$ cat src/rtl/takeoff_sequencer_velocity_limiter_unit_defines.svh
// Assertion macros shared by the RTL of the take-off sequencer.
// Each macro expects clk and rst to be visible in the module that uses it.
`ifndef TAKEOFF_SEQUENCER_VELOCITY_LIMITER_UNIT_DEFINES_SVH
`define TAKEOFF_SEQUENCER_VELOCITY_LIMITER_UNIT_DEFINES_SVH

`ifndef SYNTHESIS
// same-cycle implication
`define TSVL_ASSERT_IMPL(lbl, ante, cons, msg) \
  lbl: assert property (@(posedge clk) disable iff (rst) (ante) |-> (cons)) \
    else $error(msg);
// next-cycle implication
`define TSVL_ASSERT_NEXT(lbl, ante, cons, msg) \
  lbl: assert property (@(posedge clk) disable iff (rst) (ante) |=> (cons)) \
    else $error(msg);
`else
`define TSVL_ASSERT_IMPL(lbl, ante, cons, msg)
`define TSVL_ASSERT_NEXT(lbl, ante, cons, msg)
`endif

`endif

$ cat src/rtl/tsvl_pkg.sv
`timescale 1ns / 1ps
`default_nettype none

package tsvl_pkg;

  // input word modes
  localparam logic [1:0] MODE_SEQ  = 2'd0;
  localparam logic [1:0] MODE_BEAT = 2'd1;
  localparam logic [1:0] MODE_CMD  = 2'd2;

  // vehicle command kinds
  localparam logic CMD_ARM      = 1'b0;
  localparam logic CMD_OFFBOARD = 1'b1;

  // configuration register indexes
  localparam int unsigned CFG_IDX_W = 3;
  localparam logic [CFG_IDX_W-1:0] REG_CRUISE_HEIGHT = 3'd0;
  localparam logic [CFG_IDX_W-1:0] REG_MAX_H_SPEED   = 3'd1;
  localparam logic [CFG_IDX_W-1:0] REG_MAX_V_SPEED   = 3'd2;
  localparam logic [CFG_IDX_W-1:0] REG_HEIGHT_GAIN   = 3'd3;
  localparam logic [CFG_IDX_W-1:0] REG_CMD_TIMEOUT   = 3'd4;
  localparam int unsigned CFG_DATA_W = 16;

  // sequencer timing and altitude constants
  localparam logic [4:0] STREAM_TICKS   = 5'd10;
  localparam logic [4:0] ARM_TICK_LIMIT = 5'd25;
  localparam logic signed [16:0] NEAR_LIMIT = 17'sd76;  // 0.3 m in Q8.8
  localparam logic signed [29:0] ROUND_HALF = 30'sd128;

  // reset values of the configuration
  localparam logic [14:0] RST_CRUISE_HEIGHT = 15'd768;
  localparam logic [14:0] RST_MAX_H_SPEED   = 15'd512;
  localparam logic [14:0] RST_MAX_V_SPEED   = 15'd256;
  localparam logic [11:0] RST_HEIGHT_GAIN   = 12'd128;
  localparam logic [15:0] RST_CMD_TIMEOUT   = 16'd20;

  typedef enum logic [2:0] {
    PH_WAIT   = 3'd0,
    PH_STREAM = 3'd1,
    PH_ARM    = 3'd2,
    PH_CLIMB  = 3'd3,
    PH_CRUISE = 3'd4
  } phase_t;

  typedef struct packed {
    logic [14:0] cruise_height;
    logic [14:0] max_h_speed;
    logic [14:0] max_v_speed;
    logic [11:0] height_gain;
    logic [15:0] cmd_timeout;
  } cfg_t;

  // one classified word from the front to the back
  typedef struct packed {
    logic               hb;     // heartbeat sent
    logic               sp;     // setpoint sent
    logic               alt;    // vz from the altitude law
    logic               vel;    // held command is fresh
    logic               ce;     // vehicle command sent
    logic               ck;     // vehicle command kind
    phase_t             phase;
    logic signed [16:0] err;    // height error, Q8.8
    logic signed [15:0] vx;
    logic signed [15:0] vy;
    logic signed [15:0] yr;
  } job_t;

endpackage

`default_nettype wire

$ cat src/rtl/tsvl_front.sv
`timescale 1ns / 1ps
`default_nettype none

`include "takeoff_sequencer_velocity_limiter_unit_defines.svh"

module tsvl_front import tsvl_pkg::*; (
  input  wire logic               clk,
  input  wire logic               rst,
  input  wire cfg_t               cfg,
  input  wire logic               in_valid,
  output logic                    in_stall,
  input  wire logic [1:0]         mode,
  input  wire logic               preflight_ok,
  input  wire logic               is_armed,
  input  wire logic signed [15:0] current_down,
  input  wire logic signed [15:0] cmd_vx,
  input  wire logic signed [15:0] cmd_vy,
  input  wire logic signed [15:0] cmd_yaw_rate,
  input  wire logic               q_full,
  output logic                    push,
  output job_t                    job
);

  phase_t             phase, phase_next;
  logic [4:0]         count, count_next;
  logic               have_cmd, have_cmd_next;
  logic [15:0]        age, age_next;
  logic signed [15:0] held_vx, held_vx_next;
  logic signed [15:0] held_vy, held_vy_next;
  logic signed [15:0] held_yr, held_yr_next;

  logic [4:0]         count_inc;
  logic [15:0]        age_inc;
  logic signed [16:0] err;
  logic               near;

  assign in_stall = q_full;
  assign push     = in_valid && !q_full;

  // height error: up-positive target against down-positive odometry
  assign err  = 17'sd0 - $signed({2'b00, cfg.cruise_height}) - {current_down[15], current_down};
  assign near = (err >= -NEAR_LIMIT) && (err <= NEAR_LIMIT);

  assign count_inc = count + 5'd1;
  assign age_inc   = (age == 16'hFFFF) ? age : age + 16'd1;

  // sequencer and command bookkeeping
  always_comb begin
    phase_next    = phase;
    count_next    = count;
    have_cmd_next = have_cmd;
    age_next      = age;
    held_vx_next  = held_vx;
    held_vy_next  = held_vy;
    held_yr_next  = held_yr;

    job.hb  = 1'b0;
    job.sp  = 1'b0;
    job.alt = 1'b0;
    job.vel = 1'b0;
    job.ce  = 1'b0;
    job.ck  = CMD_ARM;
    job.err = err;
    job.vx  = held_vx;
    job.vy  = held_vy;
    job.yr  = held_yr;

    case (mode)
      MODE_SEQ: begin
        case (phase)
          PH_WAIT: begin
            if (preflight_ok) begin
              phase_next = PH_STREAM;
              count_next = 5'd0;
            end
          end
          PH_STREAM: begin
            job.sp     = 1'b1;
            count_next = count_inc;
            if (count_inc >= STREAM_TICKS) begin
              job.ce     = 1'b1;
              job.ck     = CMD_OFFBOARD;
              phase_next = PH_ARM;
              count_next = 5'd0;
            end
          end
          PH_ARM: begin
            job.ce     = 1'b1;
            job.ck     = CMD_ARM;
            count_next = count_inc;
            if (is_armed) begin
              phase_next = PH_CLIMB;
              count_next = 5'd0;
            end else if (count_inc > ARM_TICK_LIMIT) begin
              phase_next = PH_WAIT;
              count_next = 5'd0;
            end
          end
          PH_CLIMB: begin
            if (near) begin
              phase_next = PH_CRUISE;
            end else begin
              job.sp  = 1'b1;
              job.alt = 1'b1;
            end
          end
          default: begin
          end
        endcase
      end
      MODE_BEAT: begin
        job.hb   = 1'b1;
        age_next = age_inc;
        if (phase == PH_CRUISE) begin
          job.sp  = 1'b1;
          job.alt = 1'b1;
          job.vel = have_cmd && (age_inc < cfg.cmd_timeout);
        end
      end
      MODE_CMD: begin
        held_vx_next  = cmd_vx;
        held_vy_next  = cmd_vy;
        held_yr_next  = cmd_yaw_rate;
        have_cmd_next = 1'b1;
        age_next      = 16'd0;
      end
      default: begin
      end
    endcase

    job.phase = phase_next;
  end

  always_ff @(posedge clk) begin
    if (rst) begin
      phase    <= PH_WAIT;
      count    <= 5'd0;
      have_cmd <= 1'b0;
      age      <= 16'd0;
      held_vx  <= 16'sd0;
      held_vy  <= 16'sd0;
      held_yr  <= 16'sd0;
    end else if (push) begin
      phase    <= phase_next;
      count    <= count_next;
      have_cmd <= have_cmd_next;
      age      <= age_next;
      held_vx  <= held_vx_next;
      held_vy  <= held_vy_next;
      held_yr  <= held_yr_next;
    end
  end

  // the tick counter only runs while streaming or arming
  `TSVL_ASSERT_IMPL(a_count_idle, phase == PH_WAIT || phase == PH_CLIMB || phase == PH_CRUISE, count == 5'd0, "tick count nonzero outside streaming and arming")
  `TSVL_ASSERT_IMPL(a_count_bound, 1'b1, count <= ARM_TICK_LIMIT, "tick count past arming limit")

endmodule

`default_nettype wire

$ cat src/rtl/tsvl_fifo.sv
`timescale 1ns / 1ps
`default_nettype none

`include "takeoff_sequencer_velocity_limiter_unit_defines.svh"

module tsvl_fifo import tsvl_pkg::*; #(
  parameter int unsigned DEPTH = 2
) (
  input  wire logic clk,
  input  wire logic rst,
  input  wire logic push,
  input  wire job_t wr_data,
  output logic      full,
  output logic      rd_valid,
  input  wire logic pop,
  output job_t      rd_data
);

  localparam int unsigned PTR_W = $clog2(DEPTH);
  localparam int unsigned CNT_W = $clog2(DEPTH + 1);

  job_t             slots [DEPTH];
  logic [PTR_W-1:0] wr_ptr, rd_ptr;
  logic [CNT_W-1:0] count;
  logic             do_push, do_pop;

  assign full     = (count == CNT_W'(DEPTH));
  assign rd_valid = (count != '0);
  assign rd_data  = slots[rd_ptr];
  assign do_push  = push && !full;
  assign do_pop   = pop && rd_valid;

  // storage
  always_ff @(posedge clk) begin
    if (do_push) begin
      slots[wr_ptr] <= wr_data;
    end
  end

  // pointers and fill count
  always_ff @(posedge clk) begin
    if (rst) begin
      wr_ptr <= '0;
      rd_ptr <= '0;
      count  <= '0;
    end else begin
      if (do_push) begin
        wr_ptr <= (wr_ptr == PTR_W'(DEPTH - 1)) ? '0 : wr_ptr + PTR_W'(1);
      end
      if (do_pop) begin
        rd_ptr <= (rd_ptr == PTR_W'(DEPTH - 1)) ? '0 : rd_ptr + PTR_W'(1);
      end
      if (do_push && !do_pop) begin
        count <= count + CNT_W'(1);
      end else if (do_pop && !do_push) begin
        count <= count - CNT_W'(1);
      end
    end
  end

  `TSVL_ASSERT_IMPL(a_fill_bound, 1'b1, count <= CNT_W'(DEPTH), "queue fill count past depth")
  `TSVL_ASSERT_NEXT(a_fill_up, do_push && !do_pop, count == $past(count) + CNT_W'(1), "queue fill count missed a push")

endmodule

`default_nettype wire

$ cat src/rtl/tsvl_back.sv
`timescale 1ns / 1ps
`default_nettype none

`include "takeoff_sequencer_velocity_limiter_unit_defines.svh"

module tsvl_back import tsvl_pkg::*; (
  input  wire logic               clk,
  input  wire logic               rst,
  input  wire cfg_t               cfg,
  input  wire logic               q_valid,
  input  wire job_t               q_data,
  output logic                    q_pop,
  output logic                    out_valid,
  input  wire logic               out_stall,
  output logic                    control_mode_emit,
  output logic                    setpoint_emit,
  output logic signed [15:0]      out_vx,
  output logic signed [15:0]      out_vy,
  output logic signed [15:0]      out_vz,
  output logic signed [15:0]      out_yaw_rate,
  output logic                    command_emit,
  output logic                    command_kind,
  output logic [2:0]              phase
);

  // clamp a signed value to +/- an unsigned limit
  function automatic logic signed [15:0] clamp16(logic signed [15:0] v, logic [14:0] lim);
    logic signed [16:0] v17;
    logic signed [16:0] l17;
    logic signed [16:0] r;
    v17 = {v[15], v};
    l17 = $signed({2'b00, lim});
    if (v17 > l17) r = l17;
    else if (v17 < -l17) r = -l17;
    else r = v17;
    return r[15:0];
  endfunction

  function automatic logic signed [15:0] clamp22(logic signed [21:0] v, logic [14:0] lim);
    logic signed [21:0] l22;
    logic signed [21:0] r;
    l22 = $signed({7'd0, lim});
    if (v > l22) r = l22;
    else if (v < -l22) r = -l22;
    else r = v;
    return r[15:0];
  endfunction

  logic               adv;

  // stage 1: multiply and horizontal clamp
  logic               s1_valid;
  logic               s1_hb, s1_sp, s1_alt, s1_ce, s1_ck;
  phase_t             s1_phase;
  logic signed [29:0] s1_prod;
  logic signed [15:0] s1_vx, s1_vy, s1_yr;

  logic signed [29:0] err_ext, gain_ext;
  logic signed [29:0] rounded;
  logic signed [21:0] vz_raw;

  assign adv   = !out_valid || !out_stall;
  assign q_pop = q_valid && adv;

  assign err_ext  = {{13{q_data.err[16]}}, q_data.err};
  assign gain_ext = $signed({18'd0, cfg.height_gain});

  // round half up, then drop the fraction bits of the gain
  assign rounded = s1_prod + ROUND_HALF;
  assign vz_raw  = rounded[29:8];

  always_ff @(posedge clk) begin
    if (rst) begin
      s1_valid  <= 1'b0;
      out_valid <= 1'b0;
    end else if (adv) begin
      s1_valid  <= q_valid;
      out_valid <= s1_valid;
    end
  end

  // stage 1 payload
  always_ff @(posedge clk) begin
    if (adv) begin
      s1_hb    <= q_data.hb;
      s1_sp    <= q_data.sp;
      s1_alt   <= q_data.alt;
      s1_ce    <= q_data.ce;
      s1_ck    <= q_data.ce ? q_data.ck : CMD_ARM;
      s1_phase <= q_data.phase;
      s1_prod  <= err_ext * gain_ext;
      s1_vx    <= q_data.vel ? clamp16(q_data.vx, cfg.max_h_speed) : 16'sd0;
      s1_vy    <= q_data.vel ? clamp16(q_data.vy, cfg.max_h_speed) : 16'sd0;
      s1_yr    <= q_data.vel ? q_data.yr : 16'sd0;
    end
  end

  // stage 2: vertical law and output register
  always_ff @(posedge clk) begin
    if (adv) begin
      control_mode_emit <= s1_hb;
      setpoint_emit     <= s1_sp;
      out_vx            <= s1_sp ? s1_vx : 16'sd0;
      out_vy            <= s1_sp ? s1_vy : 16'sd0;
      out_yaw_rate      <= s1_sp ? s1_yr : 16'sd0;
      out_vz            <= s1_alt ? clamp22(vz_raw, cfg.max_v_speed) : 16'sd0;
      command_emit      <= s1_ce;
      command_kind      <= s1_ck;
      phase             <= s1_phase;
    end
  end

  `TSVL_ASSERT_IMPL(a_quiet_setpoint, out_valid && !setpoint_emit, out_vx == 16'sd0 && out_vy == 16'sd0 && out_vz == 16'sd0 && out_yaw_rate == 16'sd0, "velocity fields set without a setpoint")
  `TSVL_ASSERT_IMPL(a_quiet_command, out_valid && !command_emit, command_kind == CMD_ARM, "command kind set without a command")

endmodule

`default_nettype wire

$ cat src/rtl/takeoff_sequencer_velocity_limiter_unit.sv
// A word accepted by the front passes the queue, stage 1 and the output register.
// Throughput: one word per cycle while out_stall is low, set by the two-stage back
// pipeline (multiply stage, then round and clamp stage) behind a short queue.
// Reset: rst is synchronous, active high; it returns the sequencer to waiting,
// clears the held command and loads the configuration defaults.
`timescale 1ns / 1ps
`default_nettype none

module takeoff_sequencer_velocity_limiter_unit import tsvl_pkg::*; #(
  parameter int unsigned QUEUE_DEPTH = 2
) (
  input  wire logic                  clk,
  input  wire logic                  rst,
  input  wire logic                  cfg_write,
  input  wire logic [CFG_IDX_W-1:0]  cfg_index,
  input  wire logic [CFG_DATA_W-1:0] cfg_data,
  input  wire logic                  in_valid,
  output logic                       in_stall,
  input  wire logic [1:0]            mode,
  input  wire logic                  preflight_ok,
  input  wire logic                  is_armed,
  input  wire logic signed [15:0]    current_down,
  input  wire logic signed [15:0]    cmd_vx,
  input  wire logic signed [15:0]    cmd_vy,
  input  wire logic signed [15:0]    cmd_yaw_rate,
  output logic                       out_valid,
  input  wire logic                  out_stall,
  output logic                       control_mode_emit,
  output logic                       setpoint_emit,
  output logic signed [15:0]         out_vx,
  output logic signed [15:0]         out_vy,
  output logic signed [15:0]         out_vz,
  output logic signed [15:0]         out_yaw_rate,
  output logic                       command_emit,
  output logic                       command_kind,
  output logic [2:0]                 phase
);

  cfg_t cfg;
  logic q_full, q_valid, q_pop, push;
  job_t job_in, job_out;

  // configuration registers
  always_ff @(posedge clk) begin
    if (rst) begin
      cfg.cruise_height <= RST_CRUISE_HEIGHT;
      cfg.max_h_speed   <= RST_MAX_H_SPEED;
      cfg.max_v_speed   <= RST_MAX_V_SPEED;
      cfg.height_gain   <= RST_HEIGHT_GAIN;
      cfg.cmd_timeout   <= RST_CMD_TIMEOUT;
    end else if (cfg_write) begin
      case (cfg_index)
        REG_CRUISE_HEIGHT: cfg.cruise_height <= cfg_data[14:0];
        REG_MAX_H_SPEED:   cfg.max_h_speed   <= cfg_data[14:0];
        REG_MAX_V_SPEED:   cfg.max_v_speed   <= cfg_data[14:0];
        REG_HEIGHT_GAIN:   cfg.height_gain   <= cfg_data[11:0];
        REG_CMD_TIMEOUT:   cfg.cmd_timeout   <= cfg_data[15:0];
        default: begin
        end
      endcase
    end
  end

  tsvl_front u_front (
    .clk          (clk),
    .rst          (rst),
    .cfg          (cfg),
    .in_valid     (in_valid),
    .in_stall     (in_stall),
    .mode         (mode),
    .preflight_ok (preflight_ok),
    .is_armed     (is_armed),
    .current_down (current_down),
    .cmd_vx       (cmd_vx),
    .cmd_vy       (cmd_vy),
    .cmd_yaw_rate (cmd_yaw_rate),
    .q_full       (q_full),
    .push         (push),
    .job          (job_in)
  );

  tsvl_fifo #(
    .DEPTH (QUEUE_DEPTH)
  ) u_fifo (
    .clk      (clk),
    .rst      (rst),
    .push     (push),
    .wr_data  (job_in),
    .full     (q_full),
    .rd_valid (q_valid),
    .pop      (q_pop),
    .rd_data  (job_out)
  );

  tsvl_back u_back (
    .clk               (clk),
    .rst               (rst),
    .cfg               (cfg),
    .q_valid           (q_valid),
    .q_data            (job_out),
    .q_pop             (q_pop),
    .out_valid         (out_valid),
    .out_stall         (out_stall),
    .control_mode_emit (control_mode_emit),
    .setpoint_emit     (setpoint_emit),
    .out_vx            (out_vx),
    .out_vy            (out_vy),
    .out_vz            (out_vz),
    .out_yaw_rate      (out_yaw_rate),
    .command_emit      (command_emit),
    .command_kind      (command_kind),
    .phase             (phase)
  );

endmodule

`default_nettype wire

$ cat config.mk
export PLATFORM = sky130hd
export DESIGN_NAME = takeoff_sequencer_velocity_limiter_unit
export DESIGN_NICKNAME = d
export VERILOG_FILES = /design/src/rtl/tsvl_pkg.sv /design/src/rtl/tsvl_front.sv /design/src/rtl/tsvl_fifo.sv /design/src/rtl/tsvl_back.sv /design/src/rtl/takeoff_sequencer_velocity_limiter_unit.sv
export VERILOG_INCLUDE_DIRS = /design/src /design/src/rtl
export SDC_FILE = /design/constraint.sdc
export NUM_CORES = 1
export LEC_CHECK = 0
export BUFFER_PORTS_ARGS = -buffer_cell sky130_fd_sc_hd__buf_2
export CORE_UTILIZATION = 35
export CTS_CLUSTER_SIZE = 10
export DETAILED_ROUTE_END_ITERATION = 8
export SYNTH_ARGS = -nofsm -noshare
export SYNTH_HDL_FRONTEND = slang
export SYNTH_SLANG_ARGS = --single-unit
$ cat constraint.sdc
create_clock -name clk -period 7.6 [get_ports clk]
set_clock_uncertainty 0.1 [all_clocks]
set_input_delay 0.76 -clock clk [delete_from_list [all_inputs] [get_ports clk]]
set_output_delay 0.76 -clock clk [all_outputs]
set_load 0.1 [all_outputs]
==> flow_summary_export.csv, run 1 <==
group,metric,value,unit
outcome,outcome,"complete, no violations",
finish,syn2layout_area_growth,11.4,%
drt,drt_iter0_drc,1594,
drt,first_pass_iters,8,
worst_setup_path,worstPathMaxFanout,17,
finish,nets,3619,
drt,wl_per_cell,17.4,um
worst_setup_path,critPathMaxStageDelay,0.54,ns
die,die_w,296,um
drt,drt-vias-per-instance,5.01,
clock_tree,cts_tree,"yes",
timing,worst_slew_pin_slew,1.21,ns
timing,drv_slew,0,
clock_tree,clk_latency,0.61,ns
clock_tree,cts_hold_buf,0,
timing,min_period_over_period,87.9,%
drt,drc,0,
timing,finalSetupTns,0,ns
worst_setup_path,path_class,"register to register",
worst_setup_path,start_kind,"register",
clock_tree,cts_sinks,451,
timing,rsz0062_at_grt,"false",
finish,post-route-util,39.4,%
die,die_y,296,um
logic_synthesis,synthArstFlopShare,0,%
clock_tree,clkTransAtPathRegs,0.06,ns
clock_tree,cts_setup_buffers,0,
logic_synthesis,syn_nets,3530,
logic_synthesis,seq_area_frac_synth,39.8,%
timing,finalCriticalPeriod,6.68,ns
logic_synthesis,synth.top_cell.area_share,29.7,%
power_and_ir_drop,p_leak,0.0142,uW
clock_tree,cts-root-buf,"clkbuf_16",
die,rows,107,
die,die_area,87400,um^2
finish,largest_register_ffs,148,
clock_tree,cts-htree-levels,2,
power_and_ir_drop,cellPowerDensity,311,nW/um^2
clock_tree,numCtsBuffers,53,
global_route,grt_max_degree,78,
drt,vias,21644,
clock_tree,cts.repair.resized,0,
global_route,antenna_found_initial,4,
worst_setup_path,crit_slowest_cell,"fa_1",
clock_tree,clk_path_buf_depth,3,
logic_synthesis,synthTopCellsByArea,"edfxtp_1 (30%), fa_1 (12%), dfxtp_1 (10%), ha_1 (8.5%), nand2_1 (5.5%)",
worst_setup_path,crit_chain,"mux2_2, and2_1, fa_1, inv_1, fa_1, inv_1, fa_1, inv_1, fa_1, fa_1, inv_1, ha_1, or4_1, a41oi_1, o21ai_1, a211oi_2, o21ai_1, a31o_2, a21oi_1, xnor2_1",
finish,top_register,"u_fifo.slots",
drt,drtAntennaViolNets,0,
logic_synthesis,synth_edf_count,298,
power_and_ir_drop,ir_worst_vdd,0.266,mV
die,start_util,35.4,%
die,coreArea,85300,um^2
hold_path,holdPathStages,2,
die,io_pins,165,
finish,largest_registers,"u_fifo.slots x148, cfg x73, u_back.s1_prod x23",
global_route,grt_pass1_vias,21065,
logic_synthesis,syn_area,30200,um^2
worst_setup_path,r2r_setup_slack,0.92,ns
placement,dpl.hpwl,56.2,mm
global_route,overflow,0,
placement,gp_congestion,0.885,
run,maxCapViolCount,0,
logic_synthesis,syn_inst,3044,
logic_synthesis,ys_types,73,
timing,final-setup-viol-count,0,
logic_synthesis,synth-seq-cells,451,
drt,totalWireLength,75.3,mm
worst_setup_path,reg2reg_depth,20,
timing,fmax,150,MHz
timing,relSlewSlack,19.1,%
placement,io_buffers,164,
logic_synthesis,yosysTopAreaCell,"edfxtp_1",
logic_synthesis,yosysWarnings,0,
worst_setup_path,end_kind,"register",
hold_path,hp-class,"input pin to register",
worst_setup_path,crit_path_frequent_cell,"fa_1",
logic_synthesis,synth_ff_type,"edfxtp_1",
finish,drive_above_1_share,10.8,%
global_route,grt_pass1_wl,118,mm
global_route,grtUsageTotal,17.3,%
finish,fillers,8405,
worst_setup_path,cp_data_arrival_time,6.93,ns
timing,final_hold_viol_count,0,
worst_setup_path,required,7.85,ns
logic_synthesis,synth.avg_cell_area,9.91,um^2
## kinds of logic (layout without fill, tap and decap cells)
| logic type | after synthesis | after routing | synth area share, % |
|---|---|---|---|
| AO/OA/AOI/OAI | 499 | 499 | 10.1 |
| XOR/XNOR | 111 | 111 | 3.22 |
| adder cells (fa/ha/maj) | 394 | 394 | 21.0 |
| buffers and inverters | 490 | 624 | 6.27 |
| flip-flops | 451 | 451 | 39.8 |
| multiplexers | 100 | 100 | 3.57 |
| other | 0 | 2 | 0 |
| AND/OR/NAND/NOR | 999 | 999 | 16.0 |
## cell usage in the layout, fill, tap and decap left out, types with 13 or more instances in the layout
cell type | synthesis | routed
dfxtp_1 | 153 | 152
buf_4 | 1 | 17
and3_1 | 41 | 39
o21ai_0 | 97 | 97
clkbuf_1 | 123 | 38
nand2b_1 | 15 | 15
edfxtp_1 | 298 | 298
a21o_1 | 25 | 25
o21a_1 | 18 | 18
nand4_1 | 33 | 33
o211ai_1 | 22 | 22
inv_1 | 343 | 343
buf_2 | 8 | 163
nor2_1 | 124 | 123
or3_1 | 18 | 18
xor2_1 | 30 | 30
fa_1 | 188 | 188
xnor2_1 | 81 | 81
a211oi_1 | 16 | 16
and2_1 | 149 | 149
nand2_1 | 441 | 439
o32ai_1 | 13 | 13
nor3_1 | 33 | 33
ha_1 | 206 | 206
mux2i_1 | 39 | 38
nand3_1 | 66 | 66
nor2b_1 | 19 | 19
a21oi_1 | 216 | 215
clkbuf_16 | 0 | 53
mux2_2 | 61 | 61
## power breakdown
part           total, uW  switching, uW  leakage [uW]  internal, uW
Combinational       4600           3210       0.00905          1390
Clock               2360            990      0.000767          1370
Sequential          3510            229       0.00438          3280
## routing by layer
layer	global-route usage (%)	share of wire, %	vias to the layer above
met5	0	0	-
met4	4.98	2.6	0
met3	2.20	6.1	99
met2	27.5	45	590
met1	24.6	47	10426
li1	-	-	10529
## through the flow
stage | total power [uW] | instances | hold WS (ns) | setup WS [ns] | area (um^2)
floorplan | 7120 | 3044 | 0.300 | 0.671 | 30200
global placement | 8110 | 4222 | 0.305 | 0.970 | 32000
detailed placement | 8170 | 4222 | 0.307 | 0.884 | 32000
CTS | 10600 | 4322 | 0.258 | 0.879 | 33600
global route | 11100 | 4323 | 0.273 | 0.591 | 33600
finish | 10500 | 4324 | 0.289 | 0.917 | 33600
## synthesized netlist by cell type (5+ instances only)
| cell | count |
|---|---|
| a211o_1 | 8 |
| a211oi_1 | 16 |
| a21o_1 | 25 |
| a21oi_1 | 216 |
| a22oi_1 | 12 |
| a31oi_1 | 10 |
| and2_1 | 149 |
| and3_1 | 41 |
| and3_4 | 6 |
| buf_1 | 8 |
| buf_2 | 8 |
| buf_6 | 5 |
| clkbuf_1 | 123 |
| dfxtp_1 | 153 |
| edfxtp_1 | 298 |
| fa_1 | 188 |
| ha_1 | 206 |
| inv_1 | 343 |
| mux2_2 | 61 |
| mux2i_1 | 39 |
| nand2_1 | 441 |
| nand2b_1 | 15 |
| nand3_1 | 66 |
| nand3b_1 | 7 |
| nand4_1 | 33 |
| nor2_1 | 124 |
| nor2b_1 | 19 |
| nor3_1 | 33 |
| nor3b_1 | 9 |
| nor4_1 | 12 |
| o211ai_1 | 22 |
| o21a_1 | 18 |
| o21ai_0 | 97 |
| o31ai_1 | 12 |
| o32ai_1 | 13 |
| or2_2 | 10 |
| or3_1 | 18 |
| xnor2_1 | 81 |
| xor2_1 | 30 |
## path summary, 6_finish.rpt
kind / to / from
worst max-delay path: u_back.s1_prod[23] / register
worst min register to register: u_back.phase[2] / u_back.s1_phase[2]
worst min-delay path: cfg[62] / rst
worst max register to register: u_back.s1_prod[23] / register
## cell type report
cell class / count / area [um^2] / share of cell area (%)
well taps: 1144 / 1430 / 4.26
diodes: 2 / 5.00 / 0.0149
inverters: 344 / 1290 / 3.84
flip-flops and latches: 451 / 12000 / 35.7
repair buffers: 180 / 943 / 2.81
clock inverters: 7 / 119 / 0.354
multi-input cells: 2103 / 16300 / 48.5
clock buffers: 93 / 1500 / 4.45
## worst max-delay path, delay by kind of cell (launching register included)
family	cells	cell delay [ns]
AND/OR/NAND/NOR	2	0.68
XOR/XNOR	1	0.08
adder cells (fa/ha/maj)	6	2.77
AO/OA/AOI/OAI	6	1.62
flip-flops	1	0.51
buffers and inverters	4	0.19
multiplexers	1	0.48
Power figures use the tool's default switching activity.
==> run 2, diff against run 1 <==
- ABC_AREA: not set -> 1
- CORE_ASPECT_RATIO: not set -> 0.6
==> run 2 against run 1 <==
Against the previous run: the flow now finishes with violations (design-rule violations); power grew 22%; critical path depth increased by 4; fmax rose by 3.0%; synthesized cell count increased by 15%; synthesized area up 1.0%; combinational power is 49% higher; via count is 8.8% higher; final area grew 1.1%; flip-flop and latch count unchanged; clock power shrank 2%; register-to-register slack gained 0.20 ns; sequential power is 3% higher; largest power group unchanged.
==> flow_summary_export.csv, run 2 <==
group,metric,value,unit
clock_tree,cts_tree,"yes",
logic_synthesis,synth_top_family_by_area,"adder cells",
logic_synthesis,synth_ff_type,"edfxtp_1",
clock_tree,cts_sinks,451,
clock_tree,cts-root-buf,"clkbuf_16",
timing,final-setup-viol-count,0,
logic_synthesis,ys_types,60,
logic_synthesis,seq_area_frac_synth,39.4,%
timing,final_hold_viol_count,0,
logic_synthesis,yosysWarnings,0,
hold_path,hp-class,"register to register",
placement,dpl.hpwl,64.8,mm
clock_tree,clk_path_buf_depth,3,
logic_synthesis,synthSimpleGateAreaFrac,18.1,%
drt,drtAntennaViolNets,0,
drt,first_pass_iters,7,
global_route,overflow,0,
die,die_y,231,um
worst_setup_path,reg2reg_to,"u_back.s1_prod[26]",
drt,drc,24,
finish,nets,4125,
finish,fillers,8688,
worst_setup_path,crit_slowest_cell,"fa_1",
timing,worst_slew_pin_slew,1.24,ns
power_and_ir_drop,power.total,12800,uW
drt,wl_per_cell,17.4,um
logic_synthesis,syn_inst,3503,
logic_synthesis,synth_fa_ha_area_share,20.8,%
logic_synthesis,synth-xor-area-share,2.79,%
logic_synthesis,synth.top_cell.area_share,29.4,%
clock_tree,cts-htree-levels,2,
global_route,antenna_found_initial,6,
die,die_w,383,um
logic_synthesis,synth-seq-cells,451,
worst_setup_path,reg2reg_depth,24,
worst_setup_path,cp_data_arrival_time,6.71,ns
die,rows,83,
timing,finalSetupTns,0,ns
die,coreArea,85900,um^2
logic_synthesis,synthTopCellsByArea,"edfxtp_1 (29%), fa_1 (12%), dfxtp_1 (10%), nand2_1 (9.5%), ha_1 (8.5%)",
drt,vias,23548,
worst_setup_path,critPathMaxStageDelay,0.57,ns
logic_synthesis,yosysTopAreaCell,"edfxtp_1",
worst_setup_path,crit_chain,"inv_2, buf_4, or2_2, nand2_1, clkinv_1, nand2_1, fa_1, fa_1, inv_1, fa_1, fa_1, inv_1, fa_1, inv_1, ha_1, nand2_1, nor2_1, inv_1, nor4_1, a21oi_1, o21ai_1, nand3_1, o2111ai_1, xor2_1",
worst_setup_path,critPathCapture,"u_back.s1_prod[26]",
power_and_ir_drop,ir_worst_vdd,0.169,mV
timing,fmax,154,MHz
placement,gp_congestion,0.960,
timing,relSlewSlack,16.9,%
worst_setup_path,path_delay_family,"adder cells",
global_route,grt_max_degree,82,
die,die_area,88300,um^2
worst_setup_path,r2r_setup_slack,1.12,ns
timing,min_period_over_period,85.3,%
logic_synthesis,synth.avg_cell_area,8.70,um^2
power_and_ir_drop,p_leak,0.0159,uW
worst_setup_path,path_class,"register to register",
die,io_pins,165,
clock_tree,cts_hold_buf,0,
finish,final-seq-area,12000,um^2
finish,multi_input_area,15700,um^2
power_and_ir_drop,cellPowerDensity,376,nW/um^2
logic_synthesis,synth_compound_area_share,9.39,%
timing,drv_slew,0,
clock_tree,cts.repair.resized,0,
worst_setup_path,worstPathMaxFanout,51,
drt,drt_iter0_drc,2360,
worst_setup_path,required,7.83,ns
finish,largest_register_ffs,148,
finish,final_common_cell,"nand2_1",
clock_tree,cts_setup_buffers,0,
logic_synthesis,synth_top_cells_by_count,"nand2_1 (771), inv_1 (604), edfxtp_1 (298)",
logic_synthesis,synth_mux_area_share,0.263,%
placement,io_buffers,164,
worst_setup_path,start_kind,"register",
finish,final_cell_mix,"nand2_1 (769), inv_1 (603), edfxtp_1 (298)",
outcome,failed_checks,"design-rule violations",
worst_setup_path,crit_path_frequent_cell,"fa_1",
worst_setup_path,critPathBufInv,7,
logic_synthesis,synth.most_common_cell,"nand2_1",
logic_synthesis,syn_nets,3989,
worst_setup_path,crit_cells,24,
die,start_util,35.5,%
timing,rsz0062_at_grt,"false",
finish,drive_above_1_share,9.51,%
finish,largest_registers,"u_fifo.slots x148, cfg x73, u_back.s1_prod x23",
global_route,grt_pass1_wl,129,mm
clock_tree,clk_latency,0.60,ns
drt,totalWireLength,84.2,mm
logic_synthesis,synthArstFlopShare,0,%
clock_tree,numCtsBuffers,52,
finish,syn2layout_area_growth,11.6,%
outcome,outcome,"finished, violations left",
worst_setup_path,end_kind,"register",
run,maxCapViolCount,0,
logic_synthesis,synth_edf_count,298,
global_route,grtUsageTotal,18.8,%
drt,drt-vias-per-instance,4.88,
global_route,grt_pass1_vias,21595,
finish,top_register,"u_fifo.slots",
logic_synthesis,syn_area,30500,um^2
clock_tree,clkTransAtPathRegs,0.06,ns
timing,finalCriticalPeriod,6.48,ns
[run 2: cell count changes after synthesis, moves of 41 or more]
cell,delta
a21oi_1,+50
and2_1,-147
clkbuf_1,-48
inv_1,+261
mux2_2,-61
nand2_1,+330
nand3_1,+88
nor2_1,+97
o21ai_0,+61
xnor2_1,-58
xor2_1,+41
[run 2: report_power, final]
part / leakage (uW) / internal, uW / switching [uW]
clock: 0.000733 / 1300 / 1000
combinational: 0.0108 / 1920 / 4940
sequential: 0.00437 / 3380 / 233
[run 2: worst register-to-register path, stage by stage (launching register included)]
cell,delay [ns]
dfxtp_2,0.42
inv_2,0.18
buf_4,0.53
or2_2,0.24
nand2_1,0.10
clkinv_1,0.20
nand2_1,0.12
fa_1,0.48
fa_1,0.54
inv_1,0.05
fa_1,0.46
fa_1,0.57
inv_1,0.06
fa_1,0.53
inv_1,0.04
ha_1,0.35
nand2_1,0.13
nor2_1,0.12
inv_1,0.05
nor4_1,0.16
a21oi_1,0.15
o21ai_1,0.28
nand3_1,0.12
o2111ai_1,0.11
xor2_1,0.09
[run 2: per-stage QoR]
step | setup WS [ns] | utilization [%] | instance area (um^2) | std cells | hold WS (ns)
final | 1.12 | 39.6 | 34000 | 4829 | 0.317
after global routing | 0.733 | 39.6 | 34000 | 4828 | 0.320
after CTS | 1.13 | 39.6 | 34000 | 4828 | 0.305
after detailed placement | 1.15 | 37.8 | 32500 | 4732 | 0.307
after global placement | 1.15 | 37.8 | 32500 | 4732 | 0.304
after floorplan | 1.78 | - | 30500 | 3503 | 0.300
[run 2: cell families after synthesis]
group	Yosys count
simple gates	1299
buf+inv	732
compound gates	524
flops	451
fa+ha+maj	394
xor+xnor	95
mux	8
[run 2: worst min path at each step]
stage / slack [ns] / to / depth (start not counted) / start
floorplan: 0.30 / u_back.command_emit / 0 / u_back.s1_ce
global placement: 0.30 / u_back.control_mode_emit / 0 / u_back.s1_hb
detailed placement: 0.31 / u_back.phase[0] / 0 / u_back.s1_phase[0]
CTS: 0.30 / u_front.held_vy[6] / 3 / cmd_vy[6]
global route: 0.32 / u_front.held_yr[11] / 3 / cmd_yaw_rate[11]
finish: 0.32 / u_back.phase[0] / 0 / u_back.s1_phase[0]
[run 2: cell type report]
type                            count  share of cell area (%)
Sequential cell                   451                    35.3
Tap cell                         1147                    4.22
Antenna cell                        1                 0.00736
Inverter                          630                    6.96
Multi-Input combinational cell   2320                    46.1
Timing Repair Buffer              184                    2.86
Clock buffer                       89                    4.30
Clock inverter                      7                   0.195
[run 2: per-layer routing]
layer / GRT usage [%] / vias to the layer above / share of wire [%]
met1: 31.2 / 11010 / 52
met3: 5.85 / 78 / 12
met4: 2.71 / 2 / 1.2
met2: 23.2 / 895 / 35
met5: 0 / - / 0.015
li1: - / 11563 / -
